--- src/hw/rtl/wf3_pkg.sv ---
package wf3_pkg;

  localparam int DefMaxWidth = 1024;
  localparam int PixW        = 24;
  localparam int ChW         = 8;
  localparam int RowW        = 16;
  localparam int OutColW     = 10;

  // filter modes
  localparam logic [1:0] ModeImpulse   = 2'd0;
  localparam logic [1:0] ModeMean      = 2'd1;
  localparam logic [1:0] ModeSharpen   = 2'd2;
  localparam logic [1:0] ModeBilateral = 2'd3;

  // register indexes
  localparam logic [1:0] RegMode   = 2'd0;
  localparam logic [1:0] RegWidth  = 2'd1;
  localparam logic [1:0] RegHeight = 2'd2;

  typedef struct packed {
    logic [1:0]  mode;
    logic [10:0] width;
    logic [15:0] height;
  } cfg_t;

  // Q16 range weight, round(65536*exp(-k)), zero from 12 on
  function automatic logic [16:0] exp_w(input logic [3:0] idx);
    logic [16:0] r;
    case (idx)
      4'd0:    r = 17'd65536;
      4'd1:    r = 17'd24109;
      4'd2:    r = 17'd8869;
      4'd3:    r = 17'd3263;
      4'd4:    r = 17'd1200;
      4'd5:    r = 17'd442;
      4'd6:    r = 17'd162;
      4'd7:    r = 17'd60;
      4'd8:    r = 17'd22;
      4'd9:    r = 17'd8;
      4'd10:   r = 17'd3;
      4'd11:   r = 17'd1;
      default: r = 17'd0;
    endcase
    return r;
  endfunction

  // floor(d*d/1024), saturated at 12, by threshold compares
  function automatic logic [3:0] sq_div(input logic [7:0] d);
    logic [3:0] q;
    q = 4'(d >= 8'd32) + 4'(d >= 8'd46) + 4'(d >= 8'd56) + 4'(d >= 8'd64)
      + 4'(d >= 8'd72) + 4'(d >= 8'd79) + 4'(d >= 8'd85) + 4'(d >= 8'd91)
      + 4'(d >= 8'd96) + 4'(d >= 8'd102) + 4'(d >= 8'd107) + 4'(d >= 8'd111);
    return q;
  endfunction

endpackage

--- src/hw/rtl/wf3_fifo.sv ---
module wf3_fifo import wf3_pkg::*; #(
  parameter int EW = 8
) (
  input  logic          clk_i,
  input  logic          rst_ni,
  input  logic          push_i,
  input  logic [EW-1:0] data_i,
  output logic          full_o,
  input  logic          pop_i,
  output logic          empty_o,
  output logic [EW-1:0] data_o
);

  logic [EW-1:0] mem_q [2];
  logic          wp_q, rp_q;
  logic [1:0]    cnt_q;

  assign full_o  = (cnt_q == 2'd2);
  assign empty_o = (cnt_q == 2'd0);
  assign data_o  = mem_q[rp_q];

  // storage
  always_ff @(posedge clk_i) begin
    if (push_i) mem_q[wp_q] <= data_i;
  end

  // pointers and fill
  always_ff @(posedge clk_i or negedge rst_ni) begin
    if (!rst_ni) begin
      wp_q  <= 1'b0;
      rp_q  <= 1'b0;
      cnt_q <= 2'd0;
    end else begin
      if (push_i) wp_q <= ~wp_q;
      if (pop_i) rp_q <= ~rp_q;
      cnt_q <= cnt_q + 2'(push_i) - 2'(pop_i);
    end
  end

endmodule

--- config.mk ---
export PLATFORM = sky130hd
export DESIGN_NAME = wf3_fifo
export DESIGN_NICKNAME = d
export VERILOG_FILES = /design/src/hw/rtl/wf3_pkg.sv /design/src/hw/rtl/wf3_fifo.sv
export SDC_FILE = /design/constraint.sdc
export NUM_CORES = 1
export LEC_CHECK = 0
export BUFFER_PORTS_ARGS = -buffer_cell sky130_fd_sc_hd__buf_2
export CORE_ASPECT_RATIO = 0.9
export CORE_MARGIN = 1.5
export CORE_UTILIZATION = 45
export CTS_BUF_LIST = sky130_fd_sc_hd__clkbuf_8
export DETAILED_ROUTE_END_ITERATION = 7
export GPL_ROUTABILITY_DRIVEN = 0
export GPL_TIMING_DRIVEN = 0
export MAX_ROUTING_LAYER = met4
export PLACE_DENSITY = 0.67
export RECOVER_POWER = 100
export SLEW_MARGIN = 20
export SYNTH_ARGS = -nofsm -noshare
export SYNTH_HDL_FRONTEND = slang
export SYNTH_SLANG_ARGS = --single-unit
--- constraint.sdc ---
create_clock -name clk_i -period 3.5 [get_ports clk_i]
set_input_delay 0.175 -clock clk_i [delete_from_list [all_inputs] [get_ports clk_i]]
set_output_delay 0.175 -clock clk_i [all_outputs]
set_load 0.05 [all_outputs]
Yosys cells after proc, flatten, opt, wreduce, memory -nomap -nowiden. Memory sizes are Yosys's and may differ from the RTL's. Index checks and enable logic that the tools add are counted.

Register bits: 4. Memory bits (writable): 16. Memories: 1.

Memory list: mem_q (depth 2, bits a word 8, rd ports 1, clocked after memory_dff 0, wr ports 1, line wf3_fifo.sv:14) `logic [EW-1:0] mem_q [2];`.

Reductions and logical operators: 1. Add/subtract/negate cells: 2. Muxes and demuxes: 2. Eq/ne operators: 1. Bitwise operators: 2.

Operator list (count): $add 2x1->2 (1); $eq 2x2->1 const B (1); $logic_not 2->1 (1); $mux 1 (2); $not 1->1 (2); $sub 2x1->2 (1).

Depth between registers and ports, before layout.
Depth in word-level cells: 2. Mapped depth: 5. Mapped depth without buffers: 5.

Worst setup path after synthesis. Ideal clock, no wire load.

Path type: register -> output. From: register cnt_q[1]. To: output full_o. Data arrival time: 1.084 ns. Path slack: 2.241 ns. Cell stages (with the launch flop): 2. Buffers on the path: 0. Required time: 3.325 ns. Path through: dfrtp_1 nor2b_1.

Longest elaborated chain between the ends: 1.

RTL lines: start, declared (line wf3_fifo.sv:16) `logic [1:0] cnt_q;`; start signal, assigned (line wf3_fifo.sv:36) `cnt_q <= cnt_q + 2'(push_i) - 2'(pop_i);`; $eq 2x2->1 (line wf3_fifo.sv:18) `assign full_o = (cnt_q == 2'd2);`; end, declared (line wf3_fifo.sv:8) `output logic full_o,`.

Every way passes these cells.

Worst setup path in the final report.
From: register rp_q. To: output data_o[4].

Longest elaborated chain between the ends: 1.

RTL lines: start, declared (line wf3_fifo.sv:15) `logic wp_q, rp_q;`; start signal, assigned (line wf3_fifo.sv:35) `if (pop_i) rp_q <= ~rp_q;`; $mem_v2 2x8; end, declared (line wf3_fifo.sv:11) `output logic [EW-1:0] data_o`.

Every way passes these cells.

==> metrics.md <==
| Metric | Value |
|---|---|
| Status | finished, final reports clean |
| Clk pwr share | 22.7% |
| Total negative slack | 0 ns |
| Reg2reg start | wp_q |
| Total GRT Usage | 13.41% |
| Asr flop ratio synth | 20.00% |
| Synth unique cells | 11 |
| Final WL | 1088 um |
| CP endpoint kind | primary output |
| Non-Filler Instances | 90 |
| Max Clk Rate | 499.0 MHz |
| Worst R2R Setup Slack | 2.13 ns |
| Tmin final | 2.004 ns |
| Cts bufs inserted | 3 |
| Leakage power total | 0.4086 nW |
| Layout Utilization | between 50% and 60% |
| NetSw | approximately 370 uW |
| Area Overhead vs Synth | 23.84% |
| Buf/Inv on CP | 2 |
| Sequential power share | 35.7% |
| DRC viols | 0 |
| Worst skew pair latency | 0.25 ns |
| Syn Area/Cell | 20.21 um2 |
| Die width | around 48 um |
| Fillers | 144 |
| Biggest area consumer among synthesized cells | edfxtp_1 |
| Synth Register Bits | 20 |
| Storage cell area | 580.6 um2 |
| Final #Nets | 81 |
| Most used DFF post-synth | edfxtp_1 |
| Root buffer cell | clkbuf_8 |
| Place WS | 2.126 ns |
| Worst-path maximum fanout | 9 |
| Drt initial violations | 10 |
| Crit Path Class | reg -> out |
| Hold path start | data_i[7] |
| Cells after Synth | 40 |
| First-pass DRT Iterations | 2 |
| Post-synth EDFFs | 16 |
| Routed vias | 411 |
| R2r worst-path depth | 1 |
| First-pass GRT wire length | 1780 um |
| Startpoint types | register |
| CORE AREA | 1682 um2 |
| WP data required | 3.32 ns |
| TritonCTS clock tree | done |
| Skew final | 0.003462 ns |
| Int Power | a little over 600 uW |
| Reg2reg end | mem_q[0][2] |
| Syn_nets | between 50 and 60 |
| Antenna Cells | 0 |
| Num ports | 22 |
| Most frequent cell after synthesis | edfxtp_1 |
| RSZ-0062 raised after global routing | no |
| Overflow after GRT | 0 |
| Die height | 43.21 um |
| Period utilization | between 50% and 60% |
| Clock Tree Buf Depth | 2 |
| Hold Vio Cnt, Final | 0 |
| IR drop worst, VDD | 0.4976 mV |
| # Post-CTS Setup Buffers | 0 |
| Cell Pwr Density | around 980 nW/um2 |
| YS warnings | 0 |
| Clock transition at the registers of the reported paths | roughly 0.070 ns |
| Cell Chain, Critical Path | clkbuf_1 > mux2_4 > clkbuf_1 |
| Worst Hold Endpoint | mem_q[1][7] |
| CP most frequent cell | clkbuf_1 |
| Final setup fails | 0 |
| Sequential share of the synthesized area | around 70% |
| PnR worst setup slack | approximately 1.5 ns |
| Worst Hold Path Cells | 1 |
| Combinational share of power | 41.6% |
| Routed Antenna Nets | 0 |
| Hold crit path type | in -> reg |
| CP peak stage delay | 0.52 ns |
| DR WL/cell | 12.09 um |
| Placed insts | 85 |
| Area contributors post-synth | edfxtp_1 (59%), mux2_4 (15%), dfrtp_1 (12%) |
| Die Area | 2060 um2 |
| # H-tree levels | 1 |
| Rows | 14 |
| Initial antenna violation count | 0 |
| PostCTS Resize Cnt | 0 |
| Clk sink count | 20 |
| DP HPWL | 809.9 um |
| Slowest CP cell | clkbuf_1 |
| Detail-routed via count per cell | 4.567 |
| Top cells by count, synth | edfxtp_1 (16), mux2_4 (8), dfrtp_1 (4) |
| Worst-margin pin slew | between 0.7 and 0.8 ns |
| Critical Path AT | 1.83 ns |
| Switching portion of total power | a little under two fifths |
| PortBufs | 21 |
| Starting Density | 48.07% |
| Share of cells above drive strength 1 | 30.30% |
| Power Total | around 980 uW |
| Mapped cell area | 808.3 um2 |
| Top-area cell type share of the netlist area | 59.44% |
| Largest net degree at the start of global routing | 13 |
| Cell class contributing the biggest share of worst-path delay | buffers and inverters |
| Number of global-route vias before repair | 435 |
| Max-slew headroom | 50.20% |
| Slew Limit Fails | 0 |
| Max-Cap Viols | 0 |
| Multi-input combinational cell area | 209.0 um2 |
==> kinds of logic after synthesis <==
family        synth area share (%)
xor+xnor                     5.108
fa+ha+maj                    3.095
buf+inv                      2.322
flops                        71.83
mux                          14.86
simple gates                 2.786
==> worst max path at each step <==
stage	start	endpoint	cells past startpoint
2_1_floorplan	cnt_q[1]	full_o	1
3_3_place_gp	wp_q	mem_q[0][2]	1
3_5_place_dp	wp_q	mem_q[0][2]	1
4_1_cts	rp_q	data_o[7]	3
5_1_grt	rp_q	data_o[5]	3
6_report	rp_q	data_o[4]	3
==> power groups by stage <==
stage | logic, mW | clock network, mW | registers [mW]
2_1_floorplan | 0.362 | 0 | 0.349
3_3_place_gp | 0.428 | 0 | 0.351
3_5_place_dp | 0.431 | 0 | 0.356
4_1_cts | 0.434 | 0.226 | 0.351
5_1_grt | 0.441 | 0.237 | 0.355
6_report | 0.407 | 0.222 | 0.350
==> layout make-up <==
cell class / instances / share of cell area (%)
flip-flops and latches: 20 / 58.00
repair buffers: 22 / 9.875
well taps: 24 / 3.000
plain buffers: 1 / 0.3750
inverters: 2 / 0.7500
clock buffers: 3 / 4.125
multi-input cells: 17 / 20.87
clock inverters: 1 / 3.000
==> stage by stage <==
stage	hold slack, ns	area (um2)
floorplan	-0.1206	808.3
global placement	-0.01516	943.4
detailed placement	-0.01669	943.4
CTS	0.1053	1025
global route	0.1032	1001
finish	0.1088	1001
==> registers in the layout, summed over array words and instances (netlist names) <==
| name | flops |
|---|---|
| mem_q | 16 |
| cnt_q | 2 |
| rp_q | 1 |
| wp_q | 1 |
==> placed cells by master, fill, tap and decap left out, drive strengths merged <==
| cell | netlist | layout |
|---|---|---|
| inv | 2 | 2 |
| and2 | 1 | 1 |
| nor2 | 1 | 1 |
| bufinv | 0 | 1 |
| xor3 | 1 | 1 |
| buf | 1 | 8 |
| dfrtp | 4 | 4 |
| nor2b | 2 | 2 |
| xor2 | 2 | 2 |
| ha | 2 | 2 |
| clkbuf | 0 | 17 |
| edfxtp | 16 | 16 |
| mux2 | 8 | 8 |
| dlygate4sd3 | 0 | 1 |
==> routing by layer <==
metal  vias up  part of all wire [%]  GRT usage (%)
li1        198                     -              -
met1       194                    43          15.95
met2        19                    51          21.35
met3         0                   6.3          5.106
met4         0                     0          3.243
met5         -                     0              -
==> repair_timing <==
item,in CTS,in global routing
hold endpoints to repair,4,0
endpoints found under the setup margin,0,0
hold buffers,1,0
No activity file was read; power rests on OpenSTA's default activity.
