===== config.mk =====
export PLATFORM = sky130hd
export DESIGN_NAME = wf3_back
export DESIGN_NICKNAME = d
export VERILOG_FILES = /design/src/hw/rtl/wf3_pkg.sv /design/src/hw/rtl/wf3_back.sv
export SDC_FILE = /design/constraint.sdc
export NUM_CORES = 2
export LEC_CHECK = 0
export ABC_AREA = 1
export BUFFER_PORTS_ARGS = -buffer_cell sky130_fd_sc_hd__buf_2
export CAP_MARGIN = 20
export CELL_PAD_IN_SITES_DETAIL_PLACEMENT = 1
export CELL_PAD_IN_SITES_GLOBAL_PLACEMENT = 1
export CORE_MARGIN = 2
export CORE_UTILIZATION = 45
export CTS_CLUSTER_DIAMETER = 200
export DETAILED_ROUTE_END_ITERATION = 7
export PLACE_DENSITY = 0.79
export SKIP_LAST_GASP = 1
export SYNTH_ARGS = -nofsm -noshare
export SYNTH_HDL_FRONTEND = slang
export SYNTH_SLANG_ARGS = --single-unit

===== constraint.sdc =====
create_clock -name clk_i -period 44.4 [get_ports clk_i]
set_input_delay 8.88 -clock clk_i [delete_from_list [all_inputs] [get_ports clk_i]]
set_output_delay 8.88 -clock clk_i [all_outputs]
set_load 0.05 [all_outputs]

===== src/hw/rtl/wf3_pkg.sv =====
package wf3_pkg;

  localparam int DefMaxWidth = 1024;
  localparam int PixW        = 24;
  localparam int ChW         = 8;
  localparam int RowW        = 16;
  localparam int OutColW     = 10;

  // filter modes
  localparam logic [1:0] ModeImpulse   = 2'd0;
  localparam logic [1:0] ModeMean      = 2'd1;
  localparam logic [1:0] ModeSharpen   = 2'd2;
  localparam logic [1:0] ModeBilateral = 2'd3;

  // register indexes
  localparam logic [1:0] RegMode   = 2'd0;
  localparam logic [1:0] RegWidth  = 2'd1;
  localparam logic [1:0] RegHeight = 2'd2;

  typedef struct packed {
    logic [1:0]  mode;
    logic [10:0] width;
    logic [15:0] height;
  } cfg_t;

  // Q16 range weight, round(65536*exp(-k)), zero from 12 on
  function automatic logic [16:0] exp_w(input logic [3:0] idx);
    logic [16:0] r;
    case (idx)
      4'd0:    r = 17'd65536;
      4'd1:    r = 17'd24109;
      4'd2:    r = 17'd8869;
      4'd3:    r = 17'd3263;
      4'd4:    r = 17'd1200;
      4'd5:    r = 17'd442;
      4'd6:    r = 17'd162;
      4'd7:    r = 17'd60;
      4'd8:    r = 17'd22;
      4'd9:    r = 17'd8;
      4'd10:   r = 17'd3;
      4'd11:   r = 17'd1;
      default: r = 17'd0;
    endcase
    return r;
  endfunction

  // floor(d*d/1024), saturated at 12, by threshold compares
  function automatic logic [3:0] sq_div(input logic [7:0] d);
    logic [3:0] q;
    q = 4'(d >= 8'd32) + 4'(d >= 8'd46) + 4'(d >= 8'd56) + 4'(d >= 8'd64)
      + 4'(d >= 8'd72) + 4'(d >= 8'd79) + 4'(d >= 8'd85) + 4'(d >= 8'd91)
      + 4'(d >= 8'd96) + 4'(d >= 8'd102) + 4'(d >= 8'd107) + 4'(d >= 8'd111);
    return q;
  endfunction

endpackage


===== src/hw/rtl/wf3_back.sv =====
module wf3_back import wf3_pkg::*; #(
  parameter int MAX_WIDTH = DefMaxWidth,
  parameter int CW        = $clog2(MAX_WIDTH),
  parameter int EW        = 3 + RowW + CW + 9 * PixW
) (
  input  logic            clk_i,
  input  logic            rst_ni,
  input  logic [1:0]      mode_i,
  input  logic            empty_i,
  output logic            pop_o,
  input  logic [EW-1:0]   entry_i,
  output logic            out_valid_o,
  input  logic            out_ready_i,
  output logic [PixW-1:0] pix_o,
  output logic [RowW-1:0] row_o,
  output logic [CW-1:0]   col_o,
  output logic            last_o,
  output logic            done_o
);

  localparam int WinW = 9 * PixW;

  localparam logic [2:0] B_IDLE = 3'd0;
  localparam logic [2:0] B_CALC = 3'd1;
  localparam logic [2:0] B_ACC  = 3'd2;
  localparam logic [2:0] B_DIV  = 3'd3;
  localparam logic [2:0] B_OUT  = 3'd4;

  logic [2:0]        state_q;
  logic [3:0]        k_q;
  logic [2:0]        i_q;
  logic [EW-1:0]     ent_q;
  logic [PixW-1:0]   res_q, simple_res;
  logic [27:0]       acc_q  [3];
  logic [17:0]       wsum_q [3];
  logic [27:0]       prod   [3];
  logic [16:0]       wt     [3];
  logic [27:0]       trial  [3];
  logic [2:0]        ge;
  logic [WinW-1:0]   win;
  logic              filt;

  assign win    = ent_q[WinW-1:0];
  assign col_o  = ent_q[WinW +: CW];
  assign row_o  = ent_q[WinW+CW +: RowW];
  assign done_o = ent_q[WinW+CW+RowW];
  assign last_o = ent_q[WinW+CW+RowW+1];
  assign filt   = ent_q[WinW+CW+RowW+2];

  assign pix_o       = res_q;
  assign out_valid_o = (state_q == B_OUT);
  assign pop_o       = (state_q == B_IDLE) && !empty_i;

  // spatial distance of a window tap from the centre
  function automatic logic [1:0] tap_dist(input logic [3:0] k);
    logic [1:0] r;
    case (k)
      4'd4:                      r = 2'd0;
      4'd1, 4'd3, 4'd5, 4'd7:    r = 2'd1;
      default:                   r = 2'd2;
    endcase
    return r;
  endfunction

  // impulse, mean and sharpen for one channel
  function automatic logic [ChW-1:0] simple_ch(input logic [1:0] mode,
                                               input logic [9*ChW-1:0] w);
    logic [ChW-1:0]  v, n, r;
    logic [3:0]      far;
    logic [10:0]     s8;
    logic [11:0]     s9;
    logic [23:0]     m;
    logic [11:0]     lap;
    logic [9:0]      mag;
    logic [21:0]     mq;
    logic [11:0]     t;
    v   = w[4*ChW +: ChW];
    far = 4'd0;
    s8  = 11'd0;
    r   = v;
    for (int k = 0; k < 9; k++) begin
      n = w[k*ChW +: ChW];
      if (k != 4) begin
        s8 = s8 + 11'(n);
        if (((n > v) ? n - v : v - n) > 8'd16) far = far + 4'd1;
      end
    end
    s9  = 12'(s8) + 12'(v);
    // reciprocal of nine, exact for these ranges
    m   = s9 * 12'd3641;
    lap = 12'(w[1*ChW +: ChW]) + 12'(w[3*ChW +: ChW]) + 12'(w[5*ChW +: ChW])
        + 12'(w[7*ChW +: ChW]) - {2'b00, v, 2'b00};
    mag = lap[11] ? 10'(-lap) : 10'(lap);
    mq  = mag * 12'd3641;
    t   = lap[11] ? 12'(v) - 12'(mq[21:15]) : 12'(v) + 12'(mq[21:15]);
    case (mode)
      ModeImpulse: r = (far == 4'd8) ? s8[10:3] : v;
      ModeMean:    r = m[22:15];
      ModeSharpen: begin
        if (t[11]) r = 8'd0;
        else if (t > 12'd255) r = 8'd255;
        else r = t[7:0];
      end
      default:     r = v;
    endcase
    return r;
  endfunction

  always_comb begin
    for (int ch = 0; ch < 3; ch++) begin
      simple_res[ch*ChW +: ChW] = simple_ch(mode_i, {
        win[8*PixW+ch*ChW +: ChW], win[7*PixW+ch*ChW +: ChW], win[6*PixW+ch*ChW +: ChW],
        win[5*PixW+ch*ChW +: ChW], win[4*PixW+ch*ChW +: ChW], win[3*PixW+ch*ChW +: ChW],
        win[2*PixW+ch*ChW +: ChW], win[1*PixW+ch*ChW +: ChW], win[0*PixW+ch*ChW +: ChW]});
    end
  end

  // bilateral lanes: one tap per cycle, then one quotient bit per cycle
  always_comb begin
    for (int ch = 0; ch < 3; ch++) begin
      logic [ChW-1:0] n, v, d;
      n        = win[k_q*PixW + ch*ChW +: ChW];
      v        = win[4*PixW + ch*ChW +: ChW];
      d        = (n > v) ? n - v : v - n;
      wt[ch]   = exp_w(4'(tap_dist(k_q)) + sq_div(d));
      prod[ch] = 28'(wt[ch] * n);
      trial[ch] = 28'(wsum_q[ch]) << i_q;
      ge[ch]    = acc_q[ch] >= trial[ch];
    end
  end

  // entry hold and lane registers
  always_ff @(posedge clk_i) begin
    if (pop_o) ent_q <= entry_i;
    case (state_q)
      B_CALC: begin
        res_q <= filt ? simple_res : win[4*PixW +: PixW];
        for (int ch = 0; ch < 3; ch++) begin
          acc_q[ch]  <= '0;
          wsum_q[ch] <= '0;
        end
      end
      B_ACC: begin
        for (int ch = 0; ch < 3; ch++) begin
          acc_q[ch]  <= acc_q[ch] + prod[ch];
          wsum_q[ch] <= wsum_q[ch] + 18'(wt[ch]);
        end
      end
      B_DIV: begin
        for (int ch = 0; ch < 3; ch++) begin
          res_q[ch*ChW + 32'(i_q)] <= ge[ch];
          if (ge[ch]) acc_q[ch] <= acc_q[ch] - trial[ch];
        end
      end
      default: ;
    endcase
  end

  // sequencer
  always_ff @(posedge clk_i or negedge rst_ni) begin
    if (!rst_ni) begin
      state_q <= B_IDLE;
      k_q     <= 4'd0;
      i_q     <= 3'd0;
    end else begin
      case (state_q)
        B_IDLE: begin
          if (pop_o) state_q <= B_CALC;
        end
        B_CALC: begin
          k_q <= 4'd0;
          state_q <= (filt && mode_i == ModeBilateral) ? B_ACC : B_OUT;
        end
        B_ACC: begin
          if (k_q == 4'd8) begin
            state_q <= B_DIV;
            i_q     <= 3'd7;
          end else begin
            k_q <= k_q + 4'd1;
          end
        end
        B_DIV: begin
          if (i_q == 3'd0) state_q <= B_OUT;
          else i_q <= i_q - 3'd1;
        end
        B_OUT: begin
          if (out_ready_i) state_q <= B_IDLE;
        end
        default: state_q <= B_IDLE;
      endcase
    end
  end

endmodule

# Word level (Yosys, flattened, before mapping)
# Memories as Yosys holds them, arrays and structs flattened.
# Cells that the tools add are included.
# word_totals
ff_bits	279
mem_bits_rw	138
romBits	720
wordCells	457
mem_count	5
# mem_list
memory	depth	word_bits	rd	rd_ports_with_merged_regs	wr	line_no	source
(name not given)	16	15	1	0	0	wf3_pkg.sv:29	case (idx)
(name not given)	16	15	1	0	0	wf3_pkg.sv:29	
(name not given)	16	15	1	0	0	wf3_pkg.sv:29	
acc_q	3	28	3	0	3	wf3_back.sv:34	logic [27:0] acc_q [3];
wsum_q	3	18	3	0	3	wf3_back.sv:35	logic [17:0] wsum_q [3];
# classes
n_addsub	171
mul	10
order_cmp	99
n_eq_ne	22
shifts	6
muxes	114
bitwise_logic	9
n_reduce_logical	16
# ops
cell	n
216-bit by 11-bit variable part select with 8-bit output	2
8-bit subtractor	54
8-bit two-way mux	36
8-bit by 7-bit >= comparator with 1-bit output, second input constant	27
8-bit greater-than comparator	27
216-bit by 10-bit variable part select with 8-bit output	1
8-bit by 5-bit greater-than comparator with 1-bit output, second input constant	24
28-bit two-way mux	6
11-bit by 8-bit adder with 11-bit output	12
4-bit by 1-bit adder with 4-bit output	24
4-bit by 1-bit adder with 4-bit output, second input constant	22
4-bit two-way mux	22
28-bit by 25-bit adder with 28-bit output	3
28-bit >= comparator	3
18-bit by 3-bit left shift with 28-bit output	3
28-bit subtractor	3
17-bit by 8-bit multiplier with 25-bit output	3
24-bit bitwise mux	3
8-bit by 6-bit >= comparator with 1-bit output, second input constant	9
8-bit one-hot mux with 3 select lines	3
12-bit by 12-bit multiplier with 23-bit output, second input constant	3
10-bit by 8-bit adder with 11-bit output	6
10-bit by 12-bit multiplier with 22-bit output, second input constant	3
9-bit by 8-bit adder with 10-bit output	6
58 further kinds	142

# Logic depth before layout (Yosys ltp)
# logic_depth
depth_word	23
mapped_depth	74
depth_no_buf	73

# Worst setup path after synthesis
# OpenSTA, ideal clock, no wires.
# synth_path
path_type	input-to-output
from	input port empty_i
to	output port pop_o
arrival_time_ps	26444
slack_ps	9076
stages	1
path_buffers	0
cell_sequence	nor3_1
# synth_between
elab_chain_len	2
# synth_lines
element	line_no	source
start: declaration	wf3_back.sv:9	input logic empty_i,
1-bit logical NOT	wf3_back.sv:52	assign pop_o = (state_q == B_IDLE) && !empty_i;
1-bit logical AND	wf3_back.sv:52	
end: declaration	wf3_back.sv:10	output logic pop_o,
# Every way passes these cells.

# Final worst setup path
# Same ends and word-level chain as after synthesis.

==> impl_metrics.yaml <==
run_status:
  status: "finished, final reports clean"
sta:
  maxSlewViolCount: 0
  rsz0062_at_grt: "no"
  worst_slew_pin_slew_ns: 1.12
  skew_ns: 0.0263
  min_period_ns: 18.75
  max_freq_ghz: 0.0533
  setup_violations: 0
  period_share_pct: 42.2
  maxSlewHeadroom_pct: 25.4
  hold_slack_ns: 0.626
  fin_setup_tns_ns: 0
  hold_viol_final: 0
clocking:
  htreeDepth: 2
  cts_buffers: 54
  cts-root-buf: "clkbuf_16"
  cts_sinks: 417
  clk_pin_slew_ns: 0.06
  cts_tree: "yes"
  postCtsSetupRepairBufs: 0
  clk_latency_ns: 0.71
  cts_resized: 0
  cts_hold_buffers: 0
  clock_path_buffers: 3
synth:
  synth_warnings: 0
  synthArstFlopShare_pct: 2.40
  synth_ff_type: "edfxtp_1"
  syn_nets: 13100
  ys_seq_area_share_pct: 15.1
  synth-edff-count: 407
  syn_area_per_cell_um2: 7.61
  yosysUniqueCellTypes: 77
  syn-cell-area_um2: 82500
  ys_ff_latch: 417
  syn_inst: 10800
detailed_routing:
  ant_nets: 0
  routedWlPerCell_um: 20.9
  firstDrtPassIters: 5
  drt_iter0_markers: 4529
  routed.top_layer: "met4"
  wl_met2_um: 135000
  via_per_inst: 5.52
  wl_met1_um: 120000
  wl_met3_um: 14500
  route.vias.total: 74600
  wirelength_um: 283000
  drc: 0
worst_setup_path:
  arrival_ns: 9.87
  crit_fanout: 2
  cp.required_ns: 35.52
  worstSetupPathType: "input pin to primary output"
  startpoint_type: "input pin"
  reg2reg_slack_ns: 27.82
  end_kind: "primary output"
min_path:
  hp-class: "register to register"
global_route:
  grt_pass1_wl_um: 444000
  grt_max_degree: 85
  antenna_found_initial: 7
  overflow: 0
  grt_usage_pct: 30.2
  grt_pass1_vias: 80100
finish:
  syn2layout_area_growth_pct: 7.43
  drive_gt1_share_pct: 6.38
  final_cell_mix: "nand2_1, inv_1, ha_1, nor2_1, fa_1"
  final_core_util_pct: 48.5
  layout_commonest_cell: "nand2_1"
  nNetsFinal: 13400
place:
  hpwlAfterDp_um: 234000
  gp_congestion: 0.967
  io_buffers: 304
die:
  coreArea_um2: 182000
  initial_utilization_pct: 45.2
  die_w_um: 432
  io_pins: 305
  row_count: 157
  die_area_um2: 187000
  die_h_um: 432
flow_run:
  cap_violations: 0
==> sequential cells by signal (all words and copies together) (netlist names) <==
register and cells:
k_q 4, acc_q 84, state_q 3, ent_q 245
i_q 3, wsum_q 54, pix_o 24
==> critical path, stage by stage <==
cell and delay (ns):
buf_2 0.13, nor3_2 0.48, buf_2 0.37
==> per-stage QoR <==
stage	area (µm²)	instances	worst slack (ns)
after floorplan	82500	10800	9.08
after global placement	86700	13400	25.64
after detailed placement	86700	13400	25.64
after CTS	88500	13500	25.64
after global routing	88600	13500	25.62
final	88600	13500	25.65
==> routing by layer <==
layer	up-vias	GRT usage (%)
met4	0	12.9
met1	37000	38.5
li1	35200	-
met2	1815	51.8
met5	-	0
met3	555	3.32
==> kinds of logic after synthesis <==
kind of cell    count (synthesis)  share of synthesized area (%)
simple gates                 3881                           19.5
buf+inv                      2345                           10.9
fa+ha+maj                    2053                           38.1
compound gates               1724                           11.8
flops                         417                           15.1
xor+xnor                      381                           4.05
mux                            39                          0.475
==> cell type report <==
cell class / count / area, µm²
Clock inverter: 42 / 458
Fill cell: 22900 / 93900
Inverter: 2120 / 7970
Antenna cell: 5 / 12.5
Tap cell: 2385 / 2980
Multi-Input combinational cell: 8078 / 61000
Clock buffer: 56 / 1360
Timing Repair Buffer: 406 / 2310
Sequential cell: 417 / 12500
==> synthesized netlist by cell type (73+ instances only) <==
master,number,share of area (%)
nand3_1,453,2.7
clkbuf_1,130,0.59
a21oi_1,716,4.3
nand2_1,2303,10
o21ai_0,571,3.5
ha_1,1291,20
nand4_1,90,0.68
xnor2_1,121,1.3
or2_2,73,0.55
fa_1,762,19
xor2_1,260,2.8
nor2_1,775,3.5
edfxtp_1,407,15
inv_1,2088,9.5
==> final timing paths <==
| kind | from | depth (start not counted) | endpoint |
|---|---|---|---|
| setup / recovery | empty_i | 3 | pop_o |
| hold / removal | wsum_q[0][42] | 1 | wsum_q[0][42] |
| setup reg to reg | k_q[0] | 64 | acc_q[0][83] |
| hold reg to reg | wsum_q[0][42] | 1 | wsum_q[0][42] |
| max in group asynchronous | rst_ni | 1 | k_q[0] |
| min in group asynchronous | rst_ni | 1 | state_q[0] |
Power is not shown: default switching activity piles up to over one toggle a cycle in this logic, so the estimate is an artifact.
